--- src/hdl/mwf_pkg.sv ---
// ----------------------------------------------------------------------------
// mwf_pkg
// Shared types, constants and helpers for the median window filter.
// ----------------------------------------------------------------------------
package mwf_pkg;

  localparam int PIX_W         = 8;
  localparam int DEF_RADIUS    = 1;
  localparam int DEF_MAX_WIDTH = 2048;
  localparam int DEF_KAREA     = (2 * DEF_RADIUS + 1) * (2 * DEF_RADIUS + 1);
  localparam int HEIGHT_CAP    = 4096;
  localparam int SIZE_W        = 13;
  localparam int ROW_W         = $clog2(HEIGHT_CAP + 1);
  localparam int CFG_IDX_W     = 2;

  localparam int DEF_IMAGE_WIDTH  = 640;
  localparam int DEF_IMAGE_HEIGHT = 480;

  localparam logic [CFG_IDX_W-1:0] REG_IMAGE_WIDTH  = 2'd0;
  localparam logic [CFG_IDX_W-1:0] REG_IMAGE_HEIGHT = 2'd1;

  typedef struct packed {
    logic [PIX_W-1:0] pixel_in;
    logic             start_of_frame;
    logic             flush;
  } in_word_t;

  typedef struct packed {
    logic [PIX_W-1:0] pixel_out;
    logic             end_of_frame;
  } out_word_t;

  // travels alongside the window through the sort chain
  typedef struct packed {
    logic [PIX_W-1:0] center;
    logic             interior;
    logic             end_of_frame;
  } side_t;

  function automatic logic [SIZE_W-1:0] clamp_size(input logic [SIZE_W-1:0] v,
                                                   input logic [SIZE_W-1:0] lo,
                                                   input logic [SIZE_W-1:0] hi);
    logic [SIZE_W-1:0] r;
    r = v;
    if (r < lo) begin
      r = lo;
    end
    if (r > hi) begin
      r = hi;
    end
    return r;
  endfunction

endpackage

--- src/hdl/mwf_sort_cell.sv ---
// ----------------------------------------------------------------------------
// mwf_sort_cell
// One stage of an odd-even transposition sorter: compare-exchange on
// alternate pairs, registered, with its own valid and hand-on control.
// ----------------------------------------------------------------------------
module mwf_sort_cell #(
  parameter int N      = mwf_pkg::DEF_KAREA,
  parameter int PARITY = 0
) (
  input  logic                             clk,
  input  logic                             rst_n,
  input  logic                             up_valid,
  input  logic [N-1:0][mwf_pkg::PIX_W-1:0] up_data,
  input  mwf_pkg::side_t                   up_side,
  output logic                             up_take,
  input  logic                             down_take,
  output logic                             valid_o,
  output logic [N-1:0][mwf_pkg::PIX_W-1:0] data_o,
  output mwf_pkg::side_t                   side_o
);

  logic                             valid_r;
  logic [N-1:0][mwf_pkg::PIX_W-1:0] data_r;
  logic [N-1:0][mwf_pkg::PIX_W-1:0] data_nxt;
  mwf_pkg::side_t                   side_r;

  always_comb begin
    data_nxt = up_data;
    for (int m = 0; m < N / 2; m++) begin
      if (2 * m + PARITY + 1 < N) begin
        if (up_data[2 * m + PARITY] > up_data[2 * m + PARITY + 1]) begin
          data_nxt[2 * m + PARITY]     = up_data[2 * m + PARITY + 1];
          data_nxt[2 * m + PARITY + 1] = up_data[2 * m + PARITY];
        end
      end
    end
  end

  assign up_take = !valid_r || down_take;

  always_ff @(posedge clk) begin
    if (!rst_n) begin
      valid_r <= 1'b0;
    end else if (up_take) begin
      valid_r <= up_valid;
    end
  end

  always_ff @(posedge clk) begin
    if (up_take) begin
      data_r <= data_nxt;
      side_r <= up_side;
    end
  end

  assign valid_o = valid_r;
  assign data_o  = data_r;
  assign side_o  = side_r;

endmodule

--- config.mk ---
export PLATFORM = sky130hd
export DESIGN_NAME = mwf_sort_cell
export DESIGN_NICKNAME = d
export VERILOG_FILES = /design/src/hdl/mwf_pkg.sv /design/src/hdl/mwf_sort_cell.sv
export SDC_FILE = /design/constraint.sdc
export NUM_CORES = 1
export LEC_CHECK = 0
export ABC_CLOCK_PERIOD_IN_PS = 4890
export BUFFER_PORTS_ARGS = -buffer_cell sky130_fd_sc_hd__buf_2
export CAP_MARGIN = 20
export CORE_MARGIN = 3
export CORE_UTILIZATION = 50
export CTS_BUF_LIST = sky130_fd_sc_hd__clkbuf_4 sky130_fd_sc_hd__clkbuf_8
export DETAILED_ROUTE_END_ITERATION = 8
export PLACE_DENSITY = 0.82
export SLEW_MARGIN = 20
export SYNTH_ARGS = -nofsm -noshare
export SYNTH_HDL_FRONTEND = slang
export SYNTH_SLANG_ARGS = --single-unit
--- constraint.sdc ---
create_clock -name clk -period 4.89 [get_ports clk]
set_input_delay 0.2445 -clock clk [delete_from_list [all_inputs] [get_ports clk]]
set_output_delay 0.2445 -clock clk [all_outputs]
set_load 0.01 [all_outputs]
* Word-level counts from Yosys, hierarchy flattened *
Cells that the tools add are included.

storage, ports and cells
  register bits after elaboration = 83
  logic and storage cells = 23
  input bits = 86

cells by class
  $lt $le $gt $ge = 4
  muxes and demuxes = 4
  reduce and logical (&&, ||, !) cells = 2

operators with widths
  kind                number
  16-bit two-way mux  4
  8-bit > comparator  4
  1-bit zero test     1
  1-bit logical OR    1

* Logic depth before layout (Yosys ltp) *
Gate-level depths: netlist (run 1).

  word-level depth = 2
  gate-level depth with buffers = 8
  mapped depth without buffers = 7

* Least setup slack after synthesis (run 1) *
Ideal clock, no wire load.

  path type = input -> register
  from = input port down_take
  to = register valid_r, in the netlist valid_o
  stages on the path = 2
  buffers on the path = 0
  arrival time = 2.605 ns
  setup slack = 2.042 ns
  library setup time = 0.243 ns
  cell sequence = nand2b_1 > a21boi_0

on the way
  cells in the longest elaborated chain, start to end = 1

RTL lines
  item                    line                 text
  start: declaration      mwf_sort_cell.sv:16  input logic down_take,
  1-bit logical OR        mwf_sort_cell.sv:39  assign up_take = !valid_r || down_take;
  end signal: assignment  mwf_sort_cell.sv:45  valid_r <= up_valid;
  end: declaration        mwf_sort_cell.sv:22  logic valid_r;

Every way passes these cells.
A chain may end at the register's enable or synchronous reset.

==> results of run 1 <==
## worst max-delay path, cell delays in order
cell and delay [ps]:
buf_2 110, inv_1 40, ha_1 280, nor2b_4 130, o211ai_2 140, a21oi_2 90
o22ai_4 520, mux2_2 410
## final timing paths
path                                              to  slack [ps]
worst max-delay path             data_o[1]$_DFFE_PP_        3000
worst min register to register  valid_o$_SDFFE_PN0P_         970
worst max register to register   data_o[2]$_DFFE_PP_        3460
worst min-delay path             side_o[3]$_DFFE_PP_          70
## where the power goes
part / switching, W / internal [W] / total [W] / leakage [nW]
Clock: 0.000238 / 0.000194 / 0.000432 / 0.0876
Sequential: 0.0000189 / 0.000876 / 0.000895 / 0.858
Combinational: 0.000199 / 0.000207 / 0.000406 / 1.67
## logic make-up (layout without fill, tap and decap cells)
logic type      Yosys count  after routing  share of synthesized area
simple gates             17             17                     0.0385
fa+ha+maj                32             32                     0.0912
buf+inv                  37            219                     0.0442
flops                    83             83                      0.565
compound gates           29             29                     0.0627
mux                      64             64                      0.198
## Yosys cell counts, drive strengths merged
library cell / number / area [sq um]
edfxtp: 82 / 2460
mux2: 64 / 871
inv: 33 / 124
ha: 32 / 400
a21oi: 16 / 95.1
nand4: 8 / 92.6
buf: 4 / 70.1
nand2: 4 / 15.0
nor2b: 4 / 55.1
o211ai: 4 / 50.1
o21ai: 4 / 42.6
o22ai: 4 / 80.1
a21boi: 1 / 7.51
dfxtp: 1 / 20.0
nand2b: 1 / 6.26
## state kept, by name, indices dropped and copies added, names as in the netlist
name / cells
valid_o: 1
data_o: 72
side_o: 10
## per-stage QoR
stage          std cells  instance area, sq um  setup slack, ps  hold WS [ps]
6_report             549                  5500             3000          70.5
5_1_grt              549                  5500             2920          39.4
4_1_cts              548                  5480             2800          48.4
3_5_place_dp         532                  5310             2630           423
3_3_place_gp         532                  5310             2680           422
2_1_floorplan        262                  4390             2040           343
## cell type report
class | count | area, sq um | area share
multi-input cells | 142 | 1720 | 0.313
repair buffers | 170 | 873 | 0.159
clock inverters | 5 | 30.0 | 0.00546
inverters | 33 | 124 | 0.0225
clock buffers | 11 | 139 | 0.0252
well taps | 105 | 131 | 0.0239
flip-flops and latches | 83 | 2480 | 0.451
## placed cells by master (no fill, tap or decap)
cell type / synthesis / routed
a21boi_0: 1 / 1
a21oi_1: 12 / 12
a21oi_2: 4 / 4
buf_16: 0 / 1
buf_2: 0 / 169
clkbuf_4: 0 / 2
clkbuf_8: 0 / 9
clkinv_1: 0 / 1
clkinv_2: 0 / 2
clkinv_4: 0 / 1
clkinvlp_4: 0 / 1
dfxtp_1: 1 / 1
edfxtp_1: 82 / 82
ha_1: 32 / 32
inv_1: 33 / 33
mux2_2: 24 / 24
mux2_4: 40 / 40
nand2_1: 4 / 4
nand2b_4: 0 / 1
nand4_1: 4 / 4
nand4_2: 2 / 2
nand4_4: 2 / 2
nor2b_4: 4 / 4
o211ai_2: 4 / 4
o21ai_2: 3 / 3
o21ai_4: 1 / 1
o22ai_4: 4 / 4
## metal layers
layer  track usage  part of all wire  vias up
li1              -                 -     1346
met1         0.208              0.39     1289
met2         0.291              0.51      104
met3        0.0582             0.083       14
met4        0.0620             0.017        0
met5             0                 0        -
==> reports/metrics.cfg, run 1 <==
[worst_hold_path]
holdPathStages = 1
hold_start = up_side[3]
min_path_type = in -> reg

[layout]
drive_gt1_frac = 0.617
final_net_count = 557
areaGrowthSynthToFinish_pct = 25.3
utilization = 0.657
antennaDiodeCount = 0
fillers = 631

[global_route]
grt_max_degree = 85
antenna_found_initial = 0
grt_pass1_wl_um = 13600
grt_overflow_total = 0
grt.total_usage = 0.173
grt_pass1_vias = 2787

[placed_design]
dp_hpwl_um = 6560
portBuffers = 169
gp_congestion = 0.753

[cts]
cts_inserted_buffers = 9
cts_hold_buf = 0
clockBufferDepth = 2
post-cts-setup-buffer-count = 0
clk_latency_ps = 340
path_clk_slew_ps = 90
cts_resized = 0
clkSinkCount = 83
cts.htree.levels = 3
cts-root-buf = clkbuf_8
cts_tree = done

[timing]
finalSetupTns_ps = 0
finalMaxSlewViolations = 0
fin_crit_ps = 1890
rsz0062_at_grt = no
max_clock_freq_mhz = 529
skew_ps = 10.0
finalCritPeriodShare = 0.386
finalHoldViolCount = 0
finalSetupViolations = 0
tightest_slew_ps = 682
slew_headroom = 0.546

[die]
chipWidth_um = 99.7
core_area_sq_um = 8380
start_util = 0.524
io-pin-count = 170
rows = 33
dieArea_sq_um = 9940
chipHeight_um = 99.7

[drt]
drc = 0
initialDrtViolationCount = 59
drt_wl_total_um = 8600
viasPerCell = 5.01
ant_nets = 0
vias = 2753
first_pass_iters = 4
wire_per_inst_um = 15.7

[synthesis]
yosysWarnings = 0
seq_area_frac_synth = 0.565
ys_types = 21
syn_area_per_cell_sq_um = 16.8
syn_nets = 380
syn_area_sq_um = 4390
syn-instance-count = 262
ys_seq_elements = 83

[critical_path]
critPathLaunchType = input port
cp-end-kind = flop
reg2regPathDepth = 2
startpoint = up_data[9]
rr_startpoint = valid_o$_SDFFE_PN0P_
critical_path_class = in -> reg
arrival_ps = 1980
critPathMaxFanout = 16
critPathRequiredTime_ps = 4980

[job]
drv_cap = 0

[outcome]
outcome = finished, final reports clean

[pwr]
leakagePower_nw = 2.61
total_power_w = 0.00173
vdd_ir_drop_max_uv = 130
power_density_nw_per_um2 = 315

(Power assumes the default switching activity.)
==> inputs of run 2 (changes only) <==
- ABC_AREA: default -> 1
- ABC_CLOCK_PERIOD_IN_PS: 4890 -> 1750
- PLACE_DENSITY: 0.82 -> 0.81
- clock period: 4.89 -> 1.75 ns (I/O delays scaled with it)
==> run 2 against run 1 <==
  * Utilization grew 1.2 points
  * Largest cell class unchanged
  * Critical path type is now reg -> out
  * Clock-buffer cell count shrank 2
  * Sequential cell count stayed put
  * Area after synthesis grew 6.4%
  * Routed wire length up 20%
  * Sequential power grew to 2.8 times the previous value
  * Register-to-register slack worse by 3000 ps
  * Critical path depth is 5 lower
  * Design area is 8.0% higher
  * Non-clock buffer count increased by 21
  * Combinational power increased to 3.2 times the previous value
==> reports/metrics.cfg, run 2 <==
[pwr]
power.switching_w = 0.00148  ; +220%
vdd_ir_drop_max_uv = 491  ; +280%
power_density_nw_per_um2 = 860  ; +170%
power_frac_comb = 0.250  ; +0.016
leakagePower_nw = 2.99  ; +15%
p_seq_frac = 0.499  ; -0.018
total_power_w = 0.00511  ; +200%
p_int_w = 0.00364  ; +180%
switching_share = 0.289  ; +0.0257
power_frac_clock = 0.251  ; +0.002

[placed_design]
dp_hpwl_um = 7920  ; +21%
portBuffers = 169  ; unchanged
placedCellCount = 704  ; +32%
gp_congestion = 0.831  ; +10%

[drt]
initialDrtViolationCount = 62  ; +5.1%
dr_wl_met3_um = 598  ; -16%
vias = 3631  ; +32%
wl_met2_um = 5450  ; +23%
drt_wl_total_um = 10300  ; +20%
ant_nets = 0  ; unchanged
maxUsedRoutingLayer = met4
wl_met1_um = 3970  ; +20%
first_pass_iters = 5  ; +1
wire_per_inst_um = 14.0  ; -11%
drc = 0  ; unchanged
viasPerCell = 4.93  ; -1.8%

[cts]
clkSinkCount = 83  ; unchanged
cts_inserted_buffers = 9  ; unchanged
cts_tree = done
cts_resized = 0  ; unchanged
cts.htree.levels = 3  ; unchanged
path_clk_slew_ps = 70  ; -20 ps
cts-root-buf = clkbuf_8
clockBufferDepth = 2  ; unchanged
clk_latency_ps = 340  ; about the same

[global_route]
antenna_found_initial = 0  ; unchanged
grt_pass1_vias = 3624  ; +30%
grt_overflow_total = 0  ; unchanged
grt.total_usage = 0.197  ; +0.0238
grt_pass1_wl_um = 16300  ; +20%
grt_max_degree = 38  ; -55%

[timing]
finalMaxSlewViolations = 0  ; unchanged
rsz0062_at_grt = no
skew_ps = 7.83  ; -2.16 ps
tightest_slew_ps = 389  ; -292 ps
finalSetupViolations = 0  ; unchanged
worst_hold_slack_ps = 41.8  ; -28.8 ps
finalSetupTns_ps = 0  ; unchanged
slew_headroom = 0.740  ; +0.195
max_clock_freq_mhz = 675
finalHoldViolCount = 0  ; unchanged
finalCritPeriodShare = 0.846
fin_crit_ps = 1480

[die]
io-pin-count = 170  ; unchanged
chipWidth_um = 103  ; +2.9%
chipHeight_um = 103  ; +2.9%
start_util = 0.525  ; +0.00137
core_area_sq_um = 8890  ; +6.1%
dieArea_sq_um = 10500  ; +6.0%
rows = 34  ; +3.0%

[synthesis]
seq_area_frac_synth = 0.531  ; -0.0338
ys_types = 19  ; -9.5%
synth_commonest_cells = 89 x nand2_2, 82 x edfxtp_1, 72 x nand2_1, 64 x nand3_1, 42 x inv_1
async_flop_share = 0  ; unchanged
synth-edff-count = 82  ; unchanged
syn-instance-count = 435  ; +66%
yosys_most_used_dff = edfxtp_1
syn_area_sq_um = 4670  ; +6.4%
yosysWarnings = 0  ; unchanged
syn_area_per_cell_sq_um = 10.7  ; -36%
ys_seq_elements = 83  ; unchanged
yosys.area.top_type = edfxtp_1
syn_nets = 553  ; +46%
yosysMostFrequentCell = nand2_2
ys_top_cells_by_area = edfxtp_1 53%, nand2_2 12%, ha_1 8.6%
synth_top_cell_area_share = 0.527  ; -0.0335

[critical_path]
critical_path_class = reg -> out
critPathRequiredTime_ps = 1660  ; -3320 ps
arrival_ps = 1390  ; -590 ps
critPathLaunchType = flop
reg2regPathDepth = 2  ; unchanged
worstReg2RegEnd = data_o[24]$_DFFE_PP_
rr_startpoint = valid_o$_SDFFE_PN0P_
reg2reg_setup_slack_ps = 490  ; -2970 ps
cp-end-kind = output pin
critPathMaxFanout = 27  ; +11

[layout]
drive_gt1_frac = 0.477  ; -0.140
fin_cells = 737  ; +34%
largest_reg_flops = 72  ; unchanged
final_cell_mix = 169 x buf_2, 89 x nand2_2, 82 x edfxtp_1, 71 x nand2_1, 64 x nand3_1
fillers = 675  ; +7.0%
multi_input_area_sq_um = 1890  ; +9.9%
areaGrowthSynthToFinish_pct = 27.3
final_net_count = 743  ; +33%
seqCellArea_sq_um = 2480  ; unchanged
antennaDiodeCount = 0  ; unchanged
layout_commonest_cell = buf_2

[worst_hold_path]
min_path_type = in -> reg
hold_start = rst_n
holdPathStages = 2  ; +1
holdPathEnd = valid_o$_SDFFE_PN0P_

[job]
drv_cap = 0  ; unchanged

[outcome]
outcome = finished, final reports clean

-- run 2: cell count changes in the layout (fill, tap and decap cells not counted), moves of 9 or more --
cell	delta
nand2_2	+89
nand2_1	+67
nand3_1	+64
mux2_4	-40
mux2_2	-24
dlygate4sd3_1	+18
inv_1	+9
nand2_4	+9
-- run 2: how the worst max path moves through the flow --
stage                     cells after the start              endpoint  slack [ps]            startpoint
after floorplan                               1   data_o[0]$_DFFE_PP_         400  valid_o$_SDFFE_PN0P_
after global placement                       12  data_o[49]$_DFFE_PP_         150           up_data[57]
after CTS                                     3               up_take         220  valid_o$_SDFFE_PN0P_
final                                         3               up_take         270  valid_o$_SDFFE_PN0P_
after detailed placement                     12  data_o[63]$_DFFE_PP_          70           up_data[57]
after global routing                          3               up_take         180  valid_o$_SDFFE_PN0P_
-- run 2: what timing repair did --
item / 4_1_cts / 5_1_grt
hold buffers: 18 / 0
setup buffers: 0 / 0
hold endpoints to repair: 18 / 0
-- run 2: cell type report --
cell class              count  share of cell area
clock buffers               9              0.0208
clock inverters             6             0.00968
inverters                  46              0.0290
multi-input cells         294               0.318
flip-flops and latches     83               0.418
well taps                 108              0.0227
repair buffers            191               0.182
-- run 2: through the flow --
stage	util	instance area, sq um	worst slack [ps]
6_report	0.669	5950	270
5_1_grt	0.669	5950	177
4_1_cts	0.669	5950	224
3_5_place_dp	0.628	5580	70.4
3_3_place_gp	0.628	5580	154
2_1_floorplan	-	4680	400
-- run 2: logic make-up (layout without fill, tap and decap cells) --
kind of cell,after synthesis,in the layout,synth area share
flip-flops,83,83,0.531
AO/OA/AOI/OAI,13,13,0.0166
adder cells (fa/ha/maj),32,32,0.0857
buffers and inverters,58,252,0.0648
AND/OR/NAND/NOR,249,249,0.301
-- run 2: power groups by stage --
stage                     Sequential, W  Clock [W]  Combinational [W]
after global placement          0.00259          0            0.00121
final                           0.00255    0.00129            0.00128
after global routing            0.00258    0.00141            0.00143
after detailed placement        0.00260          0            0.00126
after CTS                       0.00255    0.00132            0.00129
after floorplan                 0.00274          0           0.000658
-- run 2: layer usage --
layer / global-route usage / vias up
li1: - / 1834
met1: 0.223 / 1664
met2: 0.360 / 111
met3: 0.0359 / 22
met4: 0.0878 / 0
met5: 0 / -
-- run 2: worst max-delay path, cell delays in order (launching register included) --
cell and delay (ps):
dfxtp_1 350, nand2_4 320, buf_12 230, buf_2 150
